==> src/rtl/dswr_pkg.sv <==
package dswr_pkg;

  // Receiver phase, one-hot
  typedef enum logic [2:0] {
    PH_WAIT_BREAK = 3'b001,
    PH_WAIT_START = 3'b010,
    PH_DATA       = 3'b100
  } phase_t;

  // Captured slot order inside the fixture window
  localparam int unsigned SLOT_COUNT = 5;
  localparam logic [2:0] SLOT_GREEN  = 3'd0;
  localparam logic [2:0] SLOT_RED    = 3'd1;
  localparam logic [2:0] SLOT_BLUE   = 3'd2;
  localparam logic [2:0] SLOT_DIMMER = 3'd3;
  localparam logic [2:0] SLOT_STROBE = 3'd4;

  localparam logic [7:0] STROBE_THRESHOLD = 8'd20;

  // Config space
  localparam int unsigned CFG_ADDR_W = 3;
  localparam logic [CFG_ADDR_W-1:0] ADDR_START_ADDRESS = 3'd0;
  localparam logic [8:0] START_ADDRESS_RST = 9'd1;

  // Raw slot values of one complete window
  typedef struct packed {
    logic [7:0] green;
    logic [7:0] red;
    logic [7:0] blue;
    logic [7:0] dimmer;
    logic [7:0] strobe;
  } frame_t;

  // Parser to scaler hand-off
  typedef struct packed {
    logic   vld;
    frame_t frame;
  } frame_beat_t;

endpackage

==> src/rtl/dswr_parser.sv <==
module dswr_parser (
  input  logic                 clk,
  input  logic                 rst_n,
  input  logic [8:0]           start_addr,
  input  logic                 in_tvalid,
  output logic                 in_tready,
  input  logic [7:0]           rx_byte,
  input  logic                 framing_error,
  input  logic                 dn_free,
  output dswr_pkg::frame_beat_t frame_beat
);
  import dswr_pkg::*;

  phase_t      phase_r, phase_nxt;
  logic [9:0]  slot_cnt_r, slot_cnt_nxt;
  logic [7:0]  slot_r [SLOT_COUNT-1];
  frame_t      frame_r, frame_nxt;
  logic        frame_vld_r, frame_vld_nxt;

  logic [8:0]  first_slot;
  logic [9:0]  last_slot;
  logic [9:0]  slot_ofs;
  logic        in_window;
  logic        fire;
  logic        accept;

  assign in_tready  = !frame_vld_r || dn_free;
  assign accept     = in_tvalid && in_tready;

  // Start address zero behaves as slot 1
  assign first_slot = (start_addr == 9'd0) ? 9'd1 : start_addr;
  assign last_slot  = {1'b0, first_slot} + 10'(SLOT_COUNT - 1);
  assign slot_ofs   = slot_cnt_r - {1'b0, first_slot};
  assign in_window  = (slot_cnt_r >= {1'b0, first_slot}) && (slot_cnt_r <= last_slot);
  assign fire       = (phase_r == PH_DATA) && (slot_cnt_r == last_slot);

  always_comb begin
    phase_nxt    = phase_r;
    slot_cnt_nxt = slot_cnt_r;
    if (accept) begin
      case (phase_r)
        PH_WAIT_START: begin
          if (!framing_error) begin
            phase_nxt    = PH_DATA;
            slot_cnt_nxt = 10'd1;
          end
        end
        PH_DATA: begin
          // framing errors are not checked inside the slot stream
          slot_cnt_nxt = slot_cnt_r + 10'd1;
          if (fire) begin
            phase_nxt = PH_WAIT_BREAK;
          end
        end
        default: begin
          if (framing_error) begin
            phase_nxt = PH_WAIT_START;
          end
        end
      endcase
    end
  end

  // Last slot of the window is always strobe: take it straight from the beat
  always_comb begin
    frame_nxt        = frame_r;
    frame_vld_nxt    = frame_vld_r && !dn_free;
    if (accept && fire) begin
      frame_nxt.green  = slot_r[SLOT_GREEN[1:0]];
      frame_nxt.red    = slot_r[SLOT_RED[1:0]];
      frame_nxt.blue   = slot_r[SLOT_BLUE[1:0]];
      frame_nxt.dimmer = slot_r[SLOT_DIMMER[1:0]];
      frame_nxt.strobe = rx_byte;
      frame_vld_nxt    = 1'b1;
    end
  end

  always_ff @(posedge clk) begin
    if (!rst_n) begin
      phase_r     <= PH_WAIT_BREAK;
      slot_cnt_r  <= 10'd0;
      frame_vld_r <= 1'b0;
    end else begin
      phase_r     <= phase_nxt;
      slot_cnt_r  <= slot_cnt_nxt;
      frame_vld_r <= frame_vld_nxt;
    end
  end

  always_ff @(posedge clk) begin
    frame_r <= frame_nxt;
    if (accept && (phase_r == PH_DATA) && in_window && (slot_ofs[2:0] != SLOT_STROBE)) begin
      slot_r[slot_ofs[1:0]] <= rx_byte;
    end
  end

  assign frame_beat.vld   = frame_vld_r;
  assign frame_beat.frame = frame_r;

endmodule

==> src/rtl/dswr_scaler.sv <==
module dswr_scaler (
  input  logic                  clk,
  input  logic                  rst_n,
  input  dswr_pkg::frame_beat_t frame_beat,
  output logic                  dn_free,
  output logic                  out_tvalid,
  input  logic                  out_tready,
  output logic [31:0]           out_tdata,
  output logic                  out_tuser
);
  import dswr_pkg::*;

  logic        out_vld_r;
  logic [7:0]  red_r, green_r, blue_r, strobe_r;
  logic        strobe_act_r;

  // floor(c*d/255) for c*d <= 255*255: (x + (x>>8) + 1) >> 8
  function automatic logic [7:0] scale_lvl(input logic [7:0] c, input logic [7:0] d);
    logic [15:0] prod;
    logic [16:0] acc;
    prod = 16'(c) * 16'(d);
    acc  = {1'b0, prod} + {9'd0, prod[15:8]} + 17'd1;
    return acc[15:8];
  endfunction

  assign dn_free = !out_vld_r || out_tready;

  always_ff @(posedge clk) begin
    if (!rst_n) begin
      out_vld_r <= 1'b0;
    end else if (dn_free) begin
      out_vld_r <= frame_beat.vld;
    end
  end

  always_ff @(posedge clk) begin
    if (dn_free) begin
      red_r        <= scale_lvl(frame_beat.frame.red,   frame_beat.frame.dimmer);
      green_r      <= scale_lvl(frame_beat.frame.green, frame_beat.frame.dimmer);
      blue_r       <= scale_lvl(frame_beat.frame.blue,  frame_beat.frame.dimmer);
      strobe_r     <= frame_beat.frame.strobe;
      strobe_act_r <= frame_beat.frame.strobe > STROBE_THRESHOLD;
    end
  end

  assign out_tvalid = out_vld_r;
  assign out_tdata  = {strobe_r, blue_r, green_r, red_r};
  assign out_tuser  = strobe_act_r;

endmodule

==> src/rtl/dmx_slot_window_receiver_unit.sv <==
// Channel  | Dir | Beat content
// ---------+-----+-----------------------------------------------------------
// in_      | in  | tdata[7:0] rx_byte, tuser framing_error
// out_     | out | tdata red/green/blue/strobe_value bytes, tuser strobe_active
// cfg_     | in  | APB, reg 0 @ 0x0: start_address[8:0]
//
// One beat per cycle on in_ while in_tready is high. A window result passes
// through the parser frame register and then the scaler (8x8 multiply and
// divide-by-255) output register after the beat carrying the strobe slot.
// Synchronous active-low reset returns to waiting for a break, start address 1.
// Both stages hold under out_tready low; in_tready drops only when both are full.
module dmx_slot_window_receiver_unit (
  input  logic                               clk,
  input  logic                               rst_n,
  // in: [7:0] rx_byte
  input  logic                               in_tvalid,
  output logic                               in_tready,
  input  logic [7:0]                         in_tdata,
  // in: [0] framing_error
  input  logic                               in_tuser,
  // out: [7:0] red_level, [15:8] green_level, [23:16] blue_level, [31:24] strobe_value
  output logic                               out_tvalid,
  input  logic                               out_tready,
  output logic [31:0]                        out_tdata,
  // out: [0] strobe_active
  output logic                               out_tuser,
  // config
  input  logic                               cfg_psel,
  input  logic                               cfg_penable,
  input  logic                               cfg_pwrite,
  input  logic [dswr_pkg::CFG_ADDR_W-1:0]    cfg_paddr,
  input  logic [31:0]                        cfg_pwdata,
  output logic [31:0]                        cfg_prdata,
  output logic                               cfg_pready
);
  import dswr_pkg::*;

  logic [8:0]  start_addr_r;
  logic        cfg_wr;
  logic        dn_free;
  frame_beat_t frame_beat;

  // Register file: single start-address register
  assign cfg_pready = 1'b1;
  assign cfg_wr     = cfg_psel && cfg_penable && cfg_pwrite && cfg_pready;

  always_ff @(posedge clk) begin
    if (!rst_n) begin
      start_addr_r <= START_ADDRESS_RST;
    end else if (cfg_wr && (cfg_paddr == ADDR_START_ADDRESS)) begin
      start_addr_r <= cfg_pwdata[8:0];
    end
  end

  assign cfg_prdata = (cfg_paddr == ADDR_START_ADDRESS) ? {23'd0, start_addr_r} : 32'd0;

  // Break / start code / slot counting, window capture
  dswr_parser u_parser (
    .clk           (clk),
    .rst_n         (rst_n),
    .start_addr    (start_addr_r),
    .in_tvalid     (in_tvalid),
    .in_tready     (in_tready),
    .rx_byte       (in_tdata),
    .framing_error (in_tuser),
    .dn_free       (dn_free),
    .frame_beat    (frame_beat)
  );

  // Dimmer scaling and result register
  dswr_scaler u_scaler (
    .clk        (clk),
    .rst_n      (rst_n),
    .frame_beat (frame_beat),
    .dn_free    (dn_free),
    .out_tvalid (out_tvalid),
    .out_tready (out_tready),
    .out_tdata  (out_tdata),
    .out_tuser  (out_tuser)
  );

endmodule

==> config.mk <==
export PLATFORM = sky130hd
export DESIGN_NAME = dmx_slot_window_receiver_unit
export DESIGN_NICKNAME = d
export VERILOG_FILES = /design/src/rtl/dswr_pkg.sv /design/src/rtl/dswr_parser.sv /design/src/rtl/dswr_scaler.sv /design/src/rtl/dmx_slot_window_receiver_unit.sv
export SDC_FILE = /design/constraint.sdc
export NUM_CORES = 1
export LEC_CHECK = 0
export ABC_CLOCK_PERIOD_IN_PS = 19310
export BUFFER_PORTS_ARGS = -buffer_cell sky130_fd_sc_hd__buf_2
export CORE_MARGIN = 3
export CORE_UTILIZATION = 66
export CTS_CLUSTER_DIAMETER = 100
export DETAILED_ROUTE_END_ITERATION = 8
export PLACE_DENSITY = 0.92
export SYNTH_ARGS = -nofsm -noshare
export SYNTH_HDL_FRONTEND = slang
export SYNTH_SLANG_ARGS = --single-unit
export TNS_END_PERCENT = 100
==> constraint.sdc <==
create_clock -name clk -period 19.31 [get_ports clk]
set_input_delay 0.9655 -clock clk [delete_from_list [all_inputs] [get_ports clk]]
set_output_delay 0.9655 -clock clk [all_outputs]
set_load 0.01 [all_outputs]
==> results_dict.tcl, run 1 <==
set metrics [dict create \
    outcome "completed" \
    hp-start "u_parser.slot_r[2][0]$_DFFE_PP_" \
    tightest_slew_ns 1.13 \
    start_util 0.675 \
    maxCapViolations 0 \
    wl_mm 27.4 \
    ys.flop_type "edfxtp_1" \
    ys_types 72 \
    grt_pass1_wl_mm 45.0 \
    finalSetupViolations 0 \
    io_pins 119 \
    hpwl_mm 19.2 \
    async_reset_ff_frac 0 \
    r2r_start "u_parser.frame_beat[15]$_DFFE_PP_" \
    drtAntennaViolNets 0 \
    drv_slew 0 \
    ir_drop_uv 79.3 \
    grt_overflow_total 0 \
    design.die.area_sq_um 20900 \
    place.gp.congestion 0.898 \
    startpoint "u_parser.frame_beat[15]$_DFFE_PP_" \
    post_cts.repair.setup_buffers 0 \
    rr_endpoint "u_scaler.red_r[3]$_DFFE_PP_" \
    syn_to_final_growth_pct 8.55 \
    power_density_nw_per_um2 46.6 \
    rsz0062_at_grt "false" \
    finClkSkew_ns 0.0160 \
    cts_root_buf "clkbuf_16" \
    post-route-period-util 0.367 \
    min_path_type "flip-flop to flip-flop" \
    hold_buffers 0 \
    clkTransAtPathRegs_ns 0.07 \
    ys_seq_elements 129 \
    vias 9294 \
    clk_latency_ns 0.44 \
    first_pass_iters 5 \
    r2r_slack_ns 12.22 \
    yosysSeqAreaShare 0.287 \
    ff2ff_path_depth 21 \
    cts_max_level 4 \
    finalCriticalPeriod_ns 7.09 \
    syn_area_sq_um 12700 \
    critical_path_class "flip-flop to flip-flop" \
    crit_path_end_kind "flip-flop" \
    cts-resized-gates 0 \
    regArea_sq_um 3630 \
    die_h_um 145 \
    core_sq_um 18800 \
    worstPathMaxFanout 24 \
    drc 0 \
    cts_buffers 17 \
    power_leakage_nw 6.41 \
    critPathArrivalTime_ns 7.27 \
    hold_viol 0 \
    grt_max_degree 42 \
    hold_depth 0 \
    maxSlewHeadroom 0.243 \
    fin_cells 1560 \
    cp.required_ns 19.49 \
    cts_tree "done" \
    nets 1618 \
    first_global_vias 9572 \
    holdPathEnd "u_parser.frame_beat[16]$_DFFE_PP_" \
    drive_gt1_frac 0.0965 \
    antenna_found_initial 0 \
    syn_avg_cell_area_sq_um 10.2 \
    die_x_um 145 \
    grt_util_all_layers 0.272 \
    vias_per_cell 5.96 \
    cts.sinks 129 \
    dp.cells 1528 \
    fmax_mhz 141 \
    avgRoutedWirePerCell_um 17.6 \
    synth_edf_count 105 \
    postSynthCellCount 1245 \
    fin_tns_setup_ns 0 \
    critPathLaunchType "flip-flop" \
    antennaDiodeCount 0 \
    multi_input_area_sq_um 8200 \
    first_iter_violations 633 \
    yosys_warnings 0 \
    port_buffers 71 \
    rows 50 \
    num-fill-cells 1158 \
    max-clock-path-buffers 2 \
]
==> Yosys cell counts (all sizes together), types with 3 or more instances <==
master,instances,share of area
nand2,81,0.024
buf,25,0.015
and2,177,0.088
or2,4,0.0020
o21a,11,0.0065
nand4,9,0.0044
nor4b,4,0.0028
a21boi,11,0.0065
o21bai,4,0.0024
a2111oi,5,0.0040
inv,171,0.051
xnor3,3,0.0054
nor3,17,0.0067
a211oi,12,0.0075
nor2,31,0.0092
ha,145,0.14
o21ai,28,0.011
and3,13,0.0071
nor4,4,0.0020
and4,5,0.0035
o31ai,5,0.0041
xnor2,42,0.029
fa,109,0.17
a211o,4,0.0029
o311ai,4,0.0028
a31oi,5,0.0025
a21o,19,0.011
nand3,22,0.0087
xor2,23,0.016
a21oi,37,0.016
dfxtp,24,0.038
o221ai,3,0.0021
nor2b,7,0.0035
mux2i,5,0.0040
edfxtp,105,0.25
a41o,3,0.0024
clkbuf,23,0.0068
nand2b,7,0.0035
or3,4,0.0020
o211ai,7,0.0041
==> cell type report <==
cell class	instances	share of cell area
inverter	171	0.0467
clock buffer	19	0.0338
multi-input combinational	919	0.597
tap	234	0.0213
timing repair buffer	75	0.0280
clock inverter	13	0.00937
sequential	129	0.264
==> state kept, by name, indices dropped and copies added (netlist names) <==
register,flops
u_scaler.blue_r,8
start_addr_r,9
u_scaler.green_r,8
u_scaler.out_tvalid,1
u_parser.frame_vld_r,1
u_scaler.red_r,8
u_parser.frame_beat,40
u_scaler.strobe_r,8
u_parser.slot_r,32
u_scaler.out_tuser,1
u_parser.slot_cnt_r,10
u_parser.phase_r,3
==> kinds of logic (layout without fill, tap and decap cells) <==
group | count (synthesis) | count (layout) | synth area share
muxes | 6 | 6 | 0.00484
AOI/OAI and AO/OA | 173 | 173 | 0.0964
other | 2 | 24 | 0.000593
and+or+nand+nor | 392 | 392 | 0.171
buffers and inverters | 219 | 278 | 0.0726
adders and majority gates | 256 | 256 | 0.317
DFF | 129 | 129 | 0.287
xor gates and xnor gates | 68 | 68 | 0.0504
==> layer usage <==
layer	GRT usage	part of all wire	vias to the layer above
li1	-	-	4295
met5	0	0	-
met3	0.0437	0.058	104
met2	0.472	0.51	362
met1	0.325	0.39	4533
met4	0.142	0.042	0
==> power breakdown <==
| part | leakage, nW | internal (mW) | total (mW) | switching [mW] |
|---|---|---|---|---|
| Combinational | 4.93 | 0.00364 | 0.0118 | 0.00818 |
| Sequential | 1.19 | 0.298 | 0.299 | 0.000718 |
| Clock | 0.296 | 0.183 | 0.330 | 0.148 |
| Total | 6.41 | 0.484 | 0.641 | 0.157 |
==> cells in the final DEF, fill, tap and decap left out, types with 6 or more instances in the layout <==
master,instances
nand2b_1,7
and2_1,176
nand4_1,9
o21ai_0,27
inv_1,171
nor2b_1,7
nand3_1,22
and3_1,9
nand2_1,81
xor2_1,23
xnor2_1,42
clkbuf_16,18
nor2_1,30
nor3_1,17
o21a_1,11
a211oi_1,11
a21boi_0,11
ha_1,145
inv_6,6
o211ai_1,7
dfxtp_1,24
conb_1,24
buf_2,71
a21o_1,18
a21oi_1,36
fa_1,109
edfxtp_1,105
==> worst max-delay path, stage by stage (launching register included) <==
cell and delay, ns:
edfxtp_1 0.93, nand2_1 0.21, fa_1 0.55, fa_1 0.54, inv_1 0.05, fa_1 0.54
inv_1 0.07, fa_1 0.53, inv_1 0.04, ha_1 0.39, and3_4 0.22, a2111o_1 0.48
o21a_1 0.24, o211ai_1 0.35, ha_1 0.31, nand4_1 0.09, a21oi_1 0.05, a211oi_1 0.43
a21o_1 0.15, o31a_2 0.19, mux2i_1 0.09, a311o_2 0.36
==> through the flow <==
step            util  setup slack [ns]  instance area [sq um]  hold WS [ns]  power (mW)
4_1_cts        0.733             12.31                  13700         0.408       0.641
2_1_floorplan      -             13.16                  12700         0.400       0.314
3_5_place_dp   0.701             12.41                  13200         0.405       0.316
3_3_place_gp   0.701             12.57                  13200         0.401       0.315
5_1_grt        0.733             11.70                  13700         0.422       0.653
6_report       0.733             12.22                  13700         0.410       0.641
==> worst max path at each step <==
stage / to / slack, ns / depth (start not counted)
final: u_scaler.red_r[3]$_DFFE_PP_ / 12.22 / 21
after global routing: u_scaler.blue_r[4]$_DFFE_PP_ / 11.70 / 22
after CTS: u_scaler.red_r[3]$_DFFE_PP_ / 12.31 / 21
after detailed placement: u_scaler.red_r[3]$_DFFE_PP_ / 12.41 / 21
after global placement: u_scaler.red_r[3]$_DFFE_PP_ / 12.57 / 21
after floorplan: u_scaler.red_r[3]$_DFFE_PP_ / 13.16 / 23
No activity file was read; power rests on OpenSTA's default activity.
==> inputs of run 2 (changes only) <==
--- a/config.mk
+++ b/config.mk
@@ -5,13 +5,13 @@
 export SDC_FILE = /design/constraint.sdc
 export NUM_CORES = 1
 export LEC_CHECK = 0
-export ABC_CLOCK_PERIOD_IN_PS = 19310
+export ABC_CLOCK_PERIOD_IN_PS = 5900
 export BUFFER_PORTS_ARGS = -buffer_cell sky130_fd_sc_hd__buf_2
 export CORE_MARGIN = 3
-export CORE_UTILIZATION = 66
+export CORE_UTILIZATION = 56
 export CTS_CLUSTER_DIAMETER = 100
 export DETAILED_ROUTE_END_ITERATION = 8
-export PLACE_DENSITY = 0.92
+export PLACE_DENSITY = 0.84
 export SYNTH_ARGS = -nofsm -noshare
 export SYNTH_HDL_FRONTEND = slang
 export SYNTH_SLANG_ARGS = --single-unit
==> constraint.sdc (replaced) <==
create_clock -name clk -period 5.9 [get_ports clk]
set_input_delay 0.295 -clock clk [delete_from_list [all_inputs] [get_ports clk]]
set_output_delay 0.295 -clock clk [all_outputs]
set_load 0.01 [all_outputs]
==> run 2 against run 1 <==
Compared with the run above: setup slack got worse by 12 ns; highest routed layer unchanged; critical endpoint unchanged; fmax grew 17%; register-to-register slack got worse by 12 ns; worst hold slack got worse by 0.34 ns; clock-buffer cell count down 2; the flow now finishes with violations (setup timing).
==> results_dict.tcl, run 2 (synthesized netlist as in run 1, its figures left out) <==
set metrics [dict create \
    outcome "finished, violations left" \
    violations "setup timing" \
    fin_cells 1758 \
    port_buffers 71 \
    min_path_type "input pin to flip-flop" \
    hpwl_mm 20.5 \
    avgRoutedWirePerCell_um 17.9 \
    vias_per_cell 5.71 \
    core_sq_um 22000 \
    nets 1770 \
    finalSetupViolations 9 \
    drive_gt1_frac 0.268 \
    ir_drop_uv 185 \
    worstPathMaxFanout 4 \
    first_pass_iters 7 \
    clk_latency_ns 0.43 \
    die_x_um 156 \
    r2r_start "u_parser.frame_beat[11]$_DFFE_PP_" \
    critPathArrivalTime_ns 6.24 \
    tightest_slew_ns 1.15 \
    holdPathEnd "start_addr_r[0]$_SDFFE_PN1P_" \
    rr_endpoint "u_scaler.red_r[3]$_DFFE_PP_" \
    cts_max_level 4 \
    rsz0062_at_grt "true" \
    ff2ff_path_depth 24 \
    die_h_um 156 \
    grt_overflow_total 0 \
    grt_util_all_layers 0.236 \
    hold_buffers 0 \
    critPathLaunchType "flip-flop" \
    syn_to_final_growth_pct 23.8 \
    cts_tree "done" \
    grt_pass1_wl_mm 47.0 \
    first_iter_violations 602 \
    rows 54 \
    maxSlewHeadroom 0.230 \
    largest_reg_flops 40 \
    fin_tns_setup_ns -0.948 \
    clkTransAtPathRegs_ns 0.07 \
    power_leakage_nw 7.29 \
    maxCapViolations 0 \
    drv_slew 0 \
    worst_slack_ns -0.162 \
    cts.sinks 129 \
    mostFrequentLayoutCell "and2_1" \
    post-route-period-util 1.03 \
    finClkSkew_ns 0.0127 \
    dp.cells 1676 \
    cts_buffers 17 \
    hp-start "cfg_pwdata[0]" \
    fmax_mhz 165 \
    hold_depth 3 \
    antenna_found_initial 0 \
    cp.required_ns 6.08 \
    drc 0 \
    r2r_slack_ns -0.16 \
    grt_max_degree 42 \
    start_util 0.575 \
    critical_path_class "flip-flop to flip-flop" \
    first_global_vias 9975 \
    io_pins 119 \
    power_density_nw_per_um2 131 \
    place.gp.congestion 0.870 \
    max-clock-path-buffers 2 \
    final_cell_mix "164 x and2_1, 158 x inv_1, 139 x buf_4" \
    vias 10000 \
    antennaDiodeCount 0 \
    cts_root_buf "clkbuf_16" \
    design.die.area_sq_um 24500 \
    hold_viol 0 \
    wl_mm 31.5 \
    crit_path_end_kind "flip-flop" \
    finalCriticalPeriod_ns 6.06 \
    drtAntennaViolNets 0 \
]
## run 2: cell type report
type	count	area, sq um
well taps	280	350
multi-input cells	919	8860
inverters	171	642
clock inverters	15	143
flip-flops and latches	129	3630
fillers	1388	6350
repair buffers	227	1630
clock buffers	17	425
## run 2: power breakdown
part           total, mW  leakage, nW  switching (mW)  internal (mW)
Sequential         0.978         1.19         0.00200          0.976
Combinational     0.0368         5.83          0.0249         0.0119
Clock               1.04        0.271           0.481          0.559
## run 2: per-layer routing
metal	GRT usage	share of wire	vias up
met5	0	0	-
met4	0.0842	0.043	0
met3	0.0324	0.054	121
met2	0.433	0.52	399
met1	0.285	0.39	4922
li1	-	-	4603
## run 2: worst max-delay path by stage
| stage | startpoint | endpoint | cells past startpoint |
|---|---|---|---|
| after floorplan | u_parser.frame_beat[12]$_DFFE_PP_ | u_scaler.red_r[3]$_DFFE_PP_ | 21 |
| final | u_parser.frame_beat[11]$_DFFE_PP_ | u_scaler.red_r[3]$_DFFE_PP_ | 24 |
| after detailed placement | u_parser.frame_beat[12]$_DFFE_PP_ | u_scaler.blue_r[6]$_DFFE_PP_ | 24 |
| after CTS | u_parser.frame_beat[11]$_DFFE_PP_ | u_scaler.red_r[3]$_DFFE_PP_ | 22 |
| after global placement | u_parser.frame_beat[11]$_DFFE_PP_ | u_scaler.red_r[3]$_DFFE_PP_ | 21 |
| after global routing | u_parser.frame_beat[11]$_DFFE_PP_ | u_scaler.red_r[3]$_DFFE_PP_ | 22 |
## run 2: worst max-delay path, cell delays in order (launching register included)
cell and delay, ns:
edfxtp_1 0.51, buf_6 0.18, buf_4 0.14, and2_4 0.14
fa_1 0.56, fa_1 0.46, fa_1 0.57, inv_2 0.04
fa_1 0.49, inv_2 0.06, ha_4 0.16, buf_4 0.15
o21a_1 0.17, nor2_2 0.10, a21oi_2 0.05, xnor2_1 0.24
inv_1 0.13, ha_4 0.29, nand4_1 0.11, a21oi_2 0.19
a211oi_4 0.10, a21o_1 0.18, o31a_2 0.36, mux2i_1 0.12
a311o_2 0.30
## run 2: what timing repair did
item,CTS,global route
buffers inserted,21,30
gates resized for setup,31,129
endpoints found under the setup margin,24,24
pin swaps,24,115
cloned,0,1
## run 2: metrics by stage
step	total power, mW	cell area [sq um]	hold WS [ns]	setup WS [ns]	utilization
after global routing	2.11	15700	0.0690	-0.340	0.712
after CTS	2.06	14900	0.0604	0.000217	0.678
final	2.05	15700	0.0715	-0.162	0.712
after global placement	1.03	14000	0.401	-0.0920	0.637
after floorplan	1.03	12800	0.394	0.0140	-
after detailed placement	1.03	14000	0.405	-0.220	0.637
